==> src/hdl/damped_oscillator_control_shaper_assert.svh <==
// Assertion macros shared by the oscillator shaper modules.
// Expects signals named clk and rst_n in the scope of use.
`ifndef DAMPED_OSCILLATOR_CONTROL_SHAPER_ASSERT_SVH
`define DAMPED_OSCILLATOR_CONTROL_SHAPER_ASSERT_SVH

// Same-cycle implication, checked outside reset
`define DOCS_ASSERT_IMP(label, ante, cons, msg) \
    label: assert property (@(posedge clk) disable iff (!rst_n) (ante) |-> (cons)) \
        else $error(msg);

// Next-cycle implication, checked outside reset
`define DOCS_ASSERT_NXT(label, ante, cons, msg) \
    label: assert property (@(posedge clk) disable iff (!rst_n) (ante) |=> (cons)) \
        else $error(msg);

`endif

==> src/hdl/docs_pkg.sv <==
// Shared types, codes and helper functions for the oscillator shaper.
// No dependencies; imported by the controller, datapath and top level.
`timescale 1ns / 1ps

package docs_pkg;

    // Field and datapath widths
    localparam int SAMPLE_W  = 32;
    localparam int CFG_W     = 32;
    localparam int CFG_IDX_W = 3;
    localparam int ST_W      = 48;   // Q16.32 state
    localparam int MUL_A_W   = 33;   // gain or clipped retain, signed
    localparam int MUL_B_W   = 25;   // half of a state word plus sign
    localparam int HALF_W    = 24;
    localparam int PROD_W    = MUL_A_W + MUL_B_W;
    localparam int FULL_W    = 83;   // full product plus rounding headroom
    localparam int TERM_W    = 52;   // rounded product term
    localparam int ACC_W     = 54;   // state plus two terms

    // Register indexes
    localparam logic [CFG_IDX_W-1:0] REG_COUPLING = 3'd0;
    localparam logic [CFG_IDX_W-1:0] REG_SPRING   = 3'd1;
    localparam logic [CFG_IDX_W-1:0] REG_DRAG     = 3'd2;
    localparam logic [CFG_IDX_W-1:0] REG_STEP     = 3'd3;
    localparam logic [CFG_IDX_W-1:0] REG_VEL_RET  = 3'd4;
    localparam logic [CFG_IDX_W-1:0] REG_POS_RET  = 3'd5;

    // Register reset values
    localparam logic [CFG_W-1:0] GAIN_RST   = 32'd60870;
    localparam logic [CFG_W-1:0] RETAIN_RST = 32'd2146996749;
    localparam logic [CFG_W-1:0] RETAIN_ONE = 32'h8000_0000;

    // Coefficient select
    localparam logic [2:0] COEF_CG = 3'd0;
    localparam logic [2:0] COEF_SG = 3'd1;
    localparam logic [2:0] COEF_DG = 3'd2;
    localparam logic [2:0] COEF_SS = 3'd3;
    localparam logic [2:0] COEF_VR = 3'd4;
    localparam logic [2:0] COEF_PR = 3'd5;

    // Multiplicand source select
    localparam logic [1:0] SRC_SAMPLE = 2'd0;
    localparam logic [1:0] SRC_VEL    = 2'd1;
    localparam logic [1:0] SRC_POS    = 2'd2;

    // Accumulator load select
    localparam logic [1:0] ACC_HOLD   = 2'd0;
    localparam logic [1:0] ACC_LD_VEL = 2'd1;
    localparam logic [1:0] ACC_LD_POS = 2'd2;
    localparam logic [1:0] ACC_LD_SUM = 2'd3;

    // State write select
    localparam logic [1:0] WR_NONE = 2'd0;
    localparam logic [1:0] WR_VEL  = 2'd1;
    localparam logic [1:0] WR_POS  = 2'd2;

    // Saturation limits, in accumulator width
    localparam logic signed [ACC_W-1:0] ACC_ST_MAX =
        {{(ACC_W-ST_W+1){1'b0}}, {(ST_W-1){1'b1}}};
    localparam logic signed [ACC_W-1:0] ACC_ST_MIN =
        {{(ACC_W-ST_W+1){1'b1}}, {(ST_W-1){1'b0}}};

    // Controller to datapath command word
    typedef struct packed {
        logic [2:0] coef;
        logic [1:0] src;
        logic       mul_lo;
        logic       mul_hi;
        logic       add_acc;
        logic       neg;
        logic [1:0] acc_ld;
        logic [1:0] st_wr;
        logic       sample_ld;
        logic       out_ld;
    } cmd_t;

    // Retain factor above one is held at one
    function automatic logic signed [MUL_A_W-1:0] retain_clip(input logic [CFG_W-1:0] raw);
        if (raw > RETAIN_ONE)
            return {1'b0, RETAIN_ONE};
        return {1'b0, raw};
    endfunction

    // Clamp a sum to the signed state range
    function automatic logic signed [ST_W-1:0] sat_state(input logic signed [ACC_W-1:0] x);
        if (x > ACC_ST_MAX)
            return ACC_ST_MAX[ST_W-1:0];
        if (x < ACC_ST_MIN)
            return ACC_ST_MIN[ST_W-1:0];
        return x[ST_W-1:0];
    endfunction

endpackage

==> src/hdl/docs_ctrl.sv <==
// Sequencer for the oscillator shaper: steps the shared multiplier and
// accumulator through one Euler update. Depends on docs_pkg and the assert header.
`timescale 1ns / 1ps
`include "damped_oscillator_control_shaper_assert.svh"

module docs_ctrl
    import docs_pkg::*;
(
    input  logic clk,
    input  logic rst_n,
    input  logic in_valid,
    output logic in_ready,
    output logic out_valid,
    input  logic out_ready,
    output cmd_t cmd
);

    localparam logic [4:0] ST_IDLE  = 5'd0;
    localparam logic [4:0] ST_CG_LO = 5'd1;
    localparam logic [4:0] ST_CG_HI = 5'd2;
    localparam logic [4:0] ST_SG_LO = 5'd3;
    localparam logic [4:0] ST_SG_HI = 5'd4;
    localparam logic [4:0] ST_V_SUM = 5'd5;
    localparam logic [4:0] ST_VR_LO = 5'd6;
    localparam logic [4:0] ST_VR_HI = 5'd7;
    localparam logic [4:0] ST_V_RET = 5'd8;
    localparam logic [4:0] ST_DG_LO = 5'd9;
    localparam logic [4:0] ST_DG_HI = 5'd10;
    localparam logic [4:0] ST_SS_LO = 5'd11;
    localparam logic [4:0] ST_SS_HI = 5'd12;
    localparam logic [4:0] ST_P_SUM = 5'd13;
    localparam logic [4:0] ST_PR_LO = 5'd14;
    localparam logic [4:0] ST_PR_HI = 5'd15;
    localparam logic [4:0] ST_P_RET = 5'd16;
    localparam logic [4:0] ST_OUT   = 5'd17;

    logic [4:0] state_reg;
    logic [4:0] state_next;
    logic       out_valid_reg;
    logic       out_valid_next;

    assign in_ready  = (state_reg == ST_IDLE);
    assign out_valid = out_valid_reg;

    // Command decode and next state
    always_comb
    begin
        cmd        = '0;
        state_next = state_reg;
        case (state_reg)
            ST_IDLE:
            begin
                cmd.sample_ld = in_valid;
                if (in_valid)
                    state_next = ST_CG_LO;
            end
            ST_CG_LO:
            begin
                cmd.coef   = COEF_CG;
                cmd.src    = SRC_SAMPLE;
                cmd.mul_lo = 1'b1;
                cmd.acc_ld = ACC_LD_VEL;
                state_next = ST_CG_HI;
            end
            ST_CG_HI:
            begin
                cmd.coef   = COEF_CG;
                cmd.src    = SRC_SAMPLE;
                cmd.mul_hi = 1'b1;
                state_next = ST_SG_LO;
            end
            ST_SG_LO:
            begin
                cmd.coef    = COEF_SG;
                cmd.src     = SRC_POS;
                cmd.mul_lo  = 1'b1;
                cmd.add_acc = 1'b1;
                cmd.acc_ld  = ACC_LD_SUM;
                state_next  = ST_SG_HI;
            end
            ST_SG_HI:
            begin
                cmd.coef   = COEF_SG;
                cmd.src    = SRC_POS;
                cmd.mul_hi = 1'b1;
                state_next = ST_V_SUM;
            end
            ST_V_SUM:
            begin
                cmd.add_acc = 1'b1;
                cmd.neg     = 1'b1;
                cmd.st_wr   = WR_VEL;
                state_next  = ST_VR_LO;
            end
            ST_VR_LO:
            begin
                cmd.coef   = COEF_VR;
                cmd.src    = SRC_VEL;
                cmd.mul_lo = 1'b1;
                state_next = ST_VR_HI;
            end
            ST_VR_HI:
            begin
                cmd.coef   = COEF_VR;
                cmd.src    = SRC_VEL;
                cmd.mul_hi = 1'b1;
                state_next = ST_V_RET;
            end
            ST_V_RET:
            begin
                cmd.st_wr  = WR_VEL;
                cmd.acc_ld = ACC_LD_POS;
                state_next = ST_DG_LO;
            end
            ST_DG_LO:
            begin
                cmd.coef   = COEF_DG;
                cmd.src    = SRC_SAMPLE;
                cmd.mul_lo = 1'b1;
                state_next = ST_DG_HI;
            end
            ST_DG_HI:
            begin
                cmd.coef   = COEF_DG;
                cmd.src    = SRC_SAMPLE;
                cmd.mul_hi = 1'b1;
                state_next = ST_SS_LO;
            end
            ST_SS_LO:
            begin
                cmd.coef    = COEF_SS;
                cmd.src     = SRC_VEL;
                cmd.mul_lo  = 1'b1;
                cmd.add_acc = 1'b1;
                cmd.acc_ld  = ACC_LD_SUM;
                state_next  = ST_SS_HI;
            end
            ST_SS_HI:
            begin
                cmd.coef   = COEF_SS;
                cmd.src    = SRC_VEL;
                cmd.mul_hi = 1'b1;
                state_next = ST_P_SUM;
            end
            ST_P_SUM:
            begin
                cmd.add_acc = 1'b1;
                cmd.st_wr   = WR_POS;
                state_next  = ST_PR_LO;
            end
            ST_PR_LO:
            begin
                cmd.coef   = COEF_PR;
                cmd.src    = SRC_POS;
                cmd.mul_lo = 1'b1;
                state_next = ST_PR_HI;
            end
            ST_PR_HI:
            begin
                cmd.coef   = COEF_PR;
                cmd.src    = SRC_POS;
                cmd.mul_hi = 1'b1;
                state_next = ST_P_RET;
            end
            ST_P_RET:
            begin
                cmd.st_wr  = WR_POS;
                state_next = ST_OUT;
            end
            ST_OUT:
            begin
                // wait until the output register is free
                if (!out_valid_reg || out_ready)
                begin
                    cmd.out_ld = 1'b1;
                    state_next = ST_IDLE;
                end
            end
            default:
            begin
                state_next = ST_IDLE;
            end
        endcase
    end

    // Output word valid flag
    always_comb
    begin
        out_valid_next = out_valid_reg;
        if (cmd.out_ld)
            out_valid_next = 1'b1;
        else if (out_ready)
            out_valid_next = 1'b0;
    end

    always_ff @(posedge clk or negedge rst_n)
    begin
        if (!rst_n)
        begin
            state_reg     <= ST_IDLE;
            out_valid_reg <= 1'b0;
        end
        else
        begin
            state_reg     <= state_next;
            out_valid_reg <= out_valid_next;
        end
    end

    // Checks
    `DOCS_ASSERT_NXT(a_accept_starts, in_valid && in_ready, state_reg == ST_CG_LO, "accepted word did not start a step")
    `DOCS_ASSERT_IMP(a_no_overwrite, cmd.out_ld, !out_valid_reg || out_ready, "result overwritten before taken")
    `DOCS_ASSERT_IMP(a_hi_after_lo, cmd.mul_hi, $past(cmd.mul_lo) && ($past(cmd.coef) == cmd.coef), "high pass without matching low pass")

endmodule

==> src/hdl/docs_dpath.sv <==
// Datapath of the oscillator shaper: config registers, shared 33x25
// multiplier, accumulator, state and output register. Depends on docs_pkg.
`timescale 1ns / 1ps

module docs_dpath
    import docs_pkg::*;
(
    input  logic                        clk,
    input  logic                        rst_n,
    input  logic                        cfg_wr_en,
    input  logic [CFG_IDX_W-1:0]        cfg_index,
    input  logic [CFG_W-1:0]            cfg_data,
    input  logic signed [SAMPLE_W-1:0]  sample_in,
    input  cmd_t                        cmd,
    output logic signed [SAMPLE_W-1:0]  position_out
);

    logic [CFG_W-1:0]          coupling_gain_reg;
    logic [CFG_W-1:0]          spring_gain_reg;
    logic [CFG_W-1:0]          drag_gain_reg;
    logic [CFG_W-1:0]          step_scale_reg;
    logic [CFG_W-1:0]          velocity_retain_reg;
    logic [CFG_W-1:0]          position_retain_reg;

    logic signed [SAMPLE_W-1:0] sample_reg;
    logic signed [ST_W-1:0]     vel_reg;
    logic signed [ST_W-1:0]     pos_reg;
    logic signed [ST_W-1:0]     vel_next;
    logic signed [ST_W-1:0]     pos_next;
    logic signed [PROD_W-1:0]   lo_reg;
    logic signed [TERM_W-1:0]   term_reg;
    logic signed [TERM_W-1:0]   term_next;
    logic signed [ACC_W-1:0]    acc_reg;
    logic signed [ACC_W-1:0]    acc_next;
    logic signed [SAMPLE_W-1:0] position_out_reg;
    logic signed [SAMPLE_W-1:0] position_out_next;

    logic signed [MUL_A_W-1:0]  mul_a;
    logic signed [ST_W-1:0]     mul_src;
    logic signed [MUL_B_W-1:0]  mul_b;
    logic signed [PROD_W-1:0]   mul_p;
    logic signed [FULL_W-1:0]   full;
    logic signed [FULL_W-1:0]   rnd;
    logic                       use_q31;
    logic signed [ACC_W-1:0]    term_ext;
    logic signed [ACC_W-1:0]    sum;
    logic signed [ST_W-1:0]     sum_sat;
    logic signed [ST_W:0]       pos_rnd;
    logic signed [ST_W-16:0]    pos_q16;

    // Configuration registers
    always_ff @(posedge clk or negedge rst_n)
    begin
        if (!rst_n)
        begin
            coupling_gain_reg   <= GAIN_RST;
            spring_gain_reg     <= GAIN_RST;
            drag_gain_reg       <= GAIN_RST;
            step_scale_reg      <= GAIN_RST;
            velocity_retain_reg <= RETAIN_RST;
            position_retain_reg <= RETAIN_RST;
        end
        else if (cfg_wr_en)
        begin
            case (cfg_index)
                REG_COUPLING: coupling_gain_reg   <= cfg_data;
                REG_SPRING:   spring_gain_reg     <= cfg_data;
                REG_DRAG:     drag_gain_reg       <= cfg_data;
                REG_STEP:     step_scale_reg      <= cfg_data;
                REG_VEL_RET:  velocity_retain_reg <= cfg_data;
                REG_POS_RET:  position_retain_reg <= cfg_data;
                default:      ;
            endcase
        end
    end

    // Coefficient operand
    always_comb
    begin
        case (cmd.coef)
            COEF_CG: mul_a = {coupling_gain_reg[CFG_W-1], coupling_gain_reg};
            COEF_SG: mul_a = {spring_gain_reg[CFG_W-1], spring_gain_reg};
            COEF_DG: mul_a = {drag_gain_reg[CFG_W-1], drag_gain_reg};
            COEF_SS: mul_a = {step_scale_reg[CFG_W-1], step_scale_reg};
            COEF_VR: mul_a = retain_clip(velocity_retain_reg);
            COEF_PR: mul_a = retain_clip(position_retain_reg);
            default: mul_a = '0;
        endcase
        use_q31 = cmd.coef inside {COEF_VR, COEF_PR};
    end

    // Q16.32 operand; sample widens exactly
    always_comb
    begin
        case (cmd.src)
            SRC_SAMPLE: mul_src = {sample_reg, 16'h0000};
            SRC_VEL:    mul_src = vel_reg;
            SRC_POS:    mul_src = pos_reg;
            default:    mul_src = '0;
        endcase
    end

    // Low pass takes the unsigned low half, high pass the signed high half
    assign mul_b = cmd.mul_hi ? {mul_src[ST_W-1], mul_src[ST_W-1:HALF_W]}
                              : {1'b0, mul_src[HALF_W-1:0]};
    assign mul_p = mul_a * mul_b;

    // Recombine halves, round half up, shift to Q16.32
    assign rnd  = use_q31 ? (FULL_W'(1) <<< 30) : (FULL_W'(1) <<< 27);
    assign full = ({{(FULL_W-PROD_W){mul_p[PROD_W-1]}}, mul_p} <<< HALF_W)
                + {{(FULL_W-PROD_W){lo_reg[PROD_W-1]}}, lo_reg} + rnd;
    assign term_next = use_q31 ? full[31+TERM_W-1:31] : full[28+TERM_W-1:28];

    // Accumulate and saturate
    assign term_ext = {{(ACC_W-TERM_W){term_reg[TERM_W-1]}}, term_reg};
    assign sum      = (cmd.add_acc ? acc_reg : '0) + (cmd.neg ? -term_ext : term_ext);
    assign sum_sat  = sat_state(sum);

    always_comb
    begin
        case (cmd.acc_ld)
            ACC_LD_VEL: acc_next = {{(ACC_W-ST_W){vel_reg[ST_W-1]}}, vel_reg};
            ACC_LD_POS: acc_next = {{(ACC_W-ST_W){pos_reg[ST_W-1]}}, pos_reg};
            ACC_LD_SUM: acc_next = sum;
            default:    acc_next = acc_reg;
        endcase
        vel_next = (cmd.st_wr == WR_VEL) ? sum_sat : vel_reg;
        pos_next = (cmd.st_wr == WR_POS) ? sum_sat : pos_reg;
    end

    // Output: round position to Q16.16 and clamp
    assign pos_rnd = {pos_reg[ST_W-1], pos_reg} + (ST_W+1)'(32768);
    assign pos_q16 = pos_rnd[ST_W:16];

    always_comb
    begin
        if (pos_q16 > $signed({2'b00, {(SAMPLE_W-1){1'b1}}}))
            position_out_next = {1'b0, {(SAMPLE_W-1){1'b1}}};
        else if (pos_q16 < $signed({2'b11, {(SAMPLE_W-1){1'b0}}}))
            position_out_next = {1'b1, {(SAMPLE_W-1){1'b0}}};
        else
            position_out_next = pos_q16[SAMPLE_W-1:0];
    end

    // Oscillator state
    always_ff @(posedge clk or negedge rst_n)
    begin
        if (!rst_n)
        begin
            vel_reg <= '0;
            pos_reg <= '0;
        end
        else
        begin
            vel_reg <= vel_next;
            pos_reg <= pos_next;
        end
    end

    // Payload registers
    always_ff @(posedge clk)
    begin
        if (cmd.sample_ld)
            sample_reg <= sample_in;
        if (cmd.mul_lo)
            lo_reg <= mul_p;
        if (cmd.mul_hi)
            term_reg <= term_next;
        acc_reg <= acc_next;
        if (cmd.out_ld)
            position_out_reg <= position_out_next;
    end

    assign position_out = position_out_reg;

endmodule

==> src/hdl/damped_oscillator_control_shaper.sv <==
// Damped oscillator control shaper: one word in, one position word out.
// A new word is accepted only once the previous word's update is through; the sequencer drives the
// single 33x25 multiplier through two passes for each of six products, four sum/write-back
// steps, the accept and the output load; a result still waiting holds the sequencer.
// The next word is accepted while a finished result waits in the output register.
// Reset (async, active low) zeroes velocity and position and restores register defaults.
`timescale 1ns / 1ps

module damped_oscillator_control_shaper
    import docs_pkg::*;
(
    input  logic                        clk,
    input  logic                        rst_n,
    input  logic                        cfg_wr_en,
    input  logic [CFG_IDX_W-1:0]        cfg_index,
    input  logic [CFG_W-1:0]            cfg_data,
    input  logic                        in_valid,
    output logic                        in_ready,
    input  logic signed [SAMPLE_W-1:0]  sample_in,
    output logic                        out_valid,
    input  logic                        out_ready,
    output logic signed [SAMPLE_W-1:0]  position_out
);

    cmd_t cmd;

    // Sequencer
    docs_ctrl u_ctrl (
        .clk       (clk),
        .rst_n     (rst_n),
        .in_valid  (in_valid),
        .in_ready  (in_ready),
        .out_valid (out_valid),
        .out_ready (out_ready),
        .cmd       (cmd)
    );

    // Arithmetic and storage
    docs_dpath u_dpath (
        .clk          (clk),
        .rst_n        (rst_n),
        .cfg_wr_en    (cfg_wr_en),
        .cfg_index    (cfg_index),
        .cfg_data     (cfg_data),
        .sample_in    (sample_in),
        .cmd          (cmd),
        .position_out (position_out)
    );

endmodule
==> config.mk <==
export PLATFORM = sky130hd
export DESIGN_NAME = damped_oscillator_control_shaper
export DESIGN_NICKNAME = d
export VERILOG_FILES = /design/src/hdl/docs_pkg.sv /design/src/hdl/docs_ctrl.sv /design/src/hdl/docs_dpath.sv /design/src/hdl/damped_oscillator_control_shaper.sv
export VERILOG_INCLUDE_DIRS = /design/src /design/src/hdl
export SDC_FILE = /design/constraint.sdc
export NUM_CORES = 2
export LEC_CHECK = 0
export ABC_AREA = 1
export ABC_CLOCK_PERIOD_IN_PS = 31000
export BUFFER_PORTS_ARGS = -buffer_cell sky130_fd_sc_hd__buf_2
export CORE_ASPECT_RATIO = 1.2
export CORE_MARGIN = 4
export CORE_UTILIZATION = 35
export CTS_CLUSTER_DIAMETER = 80
export DETAILED_ROUTE_END_ITERATION = 6
export SYNTH_ARGS = -nofsm -noshare
export SYNTH_HDL_FRONTEND = slang
export SYNTH_SLANG_ARGS = --single-unit
==> constraint.sdc <==
create_clock -name clk -period 31 [get_ports clk]
set_input_delay 4.65 -clock clk [delete_from_list [all_inputs] [get_ports clk]]
set_output_delay 4.65 -clock clk [all_outputs]
set_load 0.005 [all_outputs]
==> out/results.txt <==
Post-DP HPWL: 169500 µm
Pins Over Slew Limit: 0
Die ar.: 0.1797 mm²
Worst clock skew: 0.04165 ns
Fin crit share: 45.69%
Synth Cell Area: 0.06052 mm²
CTS Buf Count: 68
Final nets: 8854
Worst setup EP type: flip-flop
Vias: 51520
DRT iter0 DRCs: 4074
All-Layer GR Usage: 23.54%
Die height: 463.5 µm
Ys Warns: 0
Async S/R FF share, synth: 59.04%
DRC errors left: 0
Most frequent cells in the layout: 1869 x nand2_1, 1444 x inv_1, 846 x fa_1, 832 x nor2_1, 374 x o21ai_0
Post-synth EDFFs: 204
Setup Crit Path Kind: flip-flop to flip-flop
Post-cts gate resize count: 0
Reg2reg start: u_ctrl.state_reg[4]
Post-route setup TNS: 0 ns
Max reg flops: 54
Post-CTS setup buffers: 0
Worst setup SP type: flip-flop
Synthesized flop and latch total: 498
Hold depth: 2
Root Buffer: clkbuf_16
Core Region: 0.1711 mm²
Std-Cell Rows: 166
CP Launch Point: u_ctrl.state_reg[4]
Largest net degree at the start of global routing: 104
Routability cong.: 0.9679
FF-to-FF path depth: 45
Worst path arrival time: 14.58 ns
Layout cells sized above 1: 6.141%
Initial antenna violation count: 3
Post-route ant nets: 0
Final Hold Viols: 0
Predominant post-synthesis flop cell: dfrtp_1
Sequential area share after synthesis: 22.44%
Number of max-cap violations: 0
Crit-path slowest cell: clkinv_1
Synth area leader: fa_1
Min-delay src: u_dpath.pos_reg[0]
DP Cell Count: 9812
Area Overhead vs Synth: 9.188%
Initial Utilization: 35.36%
Unrepaired setup endpoints after global routing: false
Clk slew on worst S/H paths: 0.05 ns
Worst-path maximum fanout: 25
Syn Nets: 8845
Die W: 387.6 µm
CTS Sinks: 498
Crit path top cell by count: nand2_1
GRT overflow: 0
Vias in the first global route: 54020
Vias/cell: 5.184
Dpl cell area: 0.06366 mm²
Worst path max stage delay: 0.99 ns
Drt total wl: 213900 µm
Post-route cell area: 0.06608 mm²
Clock Latency Late Sink: 0.69 ns
Slew headroom: 8.705%
Max Clock Freq: 70.61 MHz
Min-Delay Path Class: flip-flop to flip-flop
Outcome: completed
Commonest non-fill, non-tap cell in the layout: nand2_1
Ports: 106
Final min period: 14.16 ns
First-pass GRT wire length: 324300 µm
CTS Hold Bufs: 0
Most area-consuming cells after synthesis: fa_1 28%, nand2_1 12%, edfxtp_1 10%
Post-Syn Area per Cell: 7.958 µm²
H-tree levels: 3
Pre-antenna DRT Iters: 6
WL/cell: 21.52 µm
Filler cell count: 17850
CTS tree: built
Worst slew pin tran: 1.368 ns
Post-Layout Cell Count: 9939
Worst Path Required: 31.41 ns
Gate Count Post-Synth: 7605
Post-synth cell types: 59
Clock Path Buffers: 3
Top-area cell type share of the netlist area: 27.98%
Endpoints failing setup: 0
Port buffer count: 105
[Yosys cell counts, types with 126 or more instances]
| cell | number |
|---|---|
| nand2_1 | 1874 |
| inv_1 | 1447 |
| fa_1 | 846 |
| nor2_1 | 840 |
| o21ai_0 | 380 |
| ha_1 | 322 |
| a21oi_1 | 279 |
| clkbuf_1 | 226 |
| dfrtp_1 | 218 |
| edfxtp_1 | 204 |
| nand3_1 | 175 |
| xor2_1 | 126 |
[layer usage]
| metal | vias up | wire length [µm] | GRT usage (%) |
|---|---|---|---|
| li1 | 23420 | - | - |
| met1 | 25420 | 79200 | 27.01 |
| met2 | 2038 | 105700 | 41.28 |
| met3 | 645 | 13430 | 3.592 |
| met4 | 2 | 15590 | 14.29 |
| met5 | - | 10 | 0 |
[kinds of logic (layout without fill, tap and decap cells)]
| group | Yosys count | after routing | share of synthesized area, % |
|---|---|---|---|
| muxes | 5 | 5 | 0.08270 |
| AOI/OAI and AO/OA | 914 | 914 | 8.652 |
| other | 0 | 1 | 0 |
| and+or+nand+nor | 3066 | 3066 | 20.12 |
| buffers and inverters | 1736 | 1801 | 10.92 |
| adders and majority gates | 1168 | 1168 | 34.64 |
| xor gates and xnor gates | 218 | 218 | 3.155 |
| DFF | 498 | 498 | 22.44 |
[worst paths after layout]
path,to,slack (ns)
max,u_dpath.term_reg[49],16.84
min,u_dpath.pos_reg[0],0.48
max reg2reg,u_dpath.term_reg[49],16.84
min reg2reg,u_dpath.pos_reg[0],0.48
max in group asynchronous,u_dpath.coupling_gain_reg[28],24.64
min in group asynchronous,u_dpath.pos_reg[35],4.06
[final cells by class]
cell class | instances | area (µm²) | share of cell area (%)
antenna | 1 | 2.502 | 0.003787
clock buffer | 89 | 1891 | 2.861
clock inverter | 37 | 523.0 | 0.7915
inverter | 1464 | 5495 | 8.316
multi-input combinational | 5371 | 40420 | 61.17
sequential | 498 | 13580 | 20.55
tap | 2268 | 2838 | 4.294
timing repair buffer | 211 | 1331 | 2.015
[per-stage QoR]
stage	hold WS, ns	setup slack, ns	utilization [%]
floorplan	0.4489	19.38	-
global placement	0.4611	17.15	37.20
detailed placement	0.4646	17.12	37.20
CTS	0.4798	17.14	38.61
global route	0.4916	16.28	38.61
finish	0.4763	16.84	38.61
[worst max-delay path, delay by kind of cell, from the launching register on]
kind                       cells  cell delay, ns
adders and majority gates     10            4.75
and+or+nand+nor               22            4.14
buffers and inverters          7            2.42
AOI/OAI and AO/OA              5            1.92
DFF                            1            0.39
xor gates and xnor gates       1            0.23
Power is not shown: default switching activity piles up to over one toggle a cycle in this logic, so the estimate is an artifact.
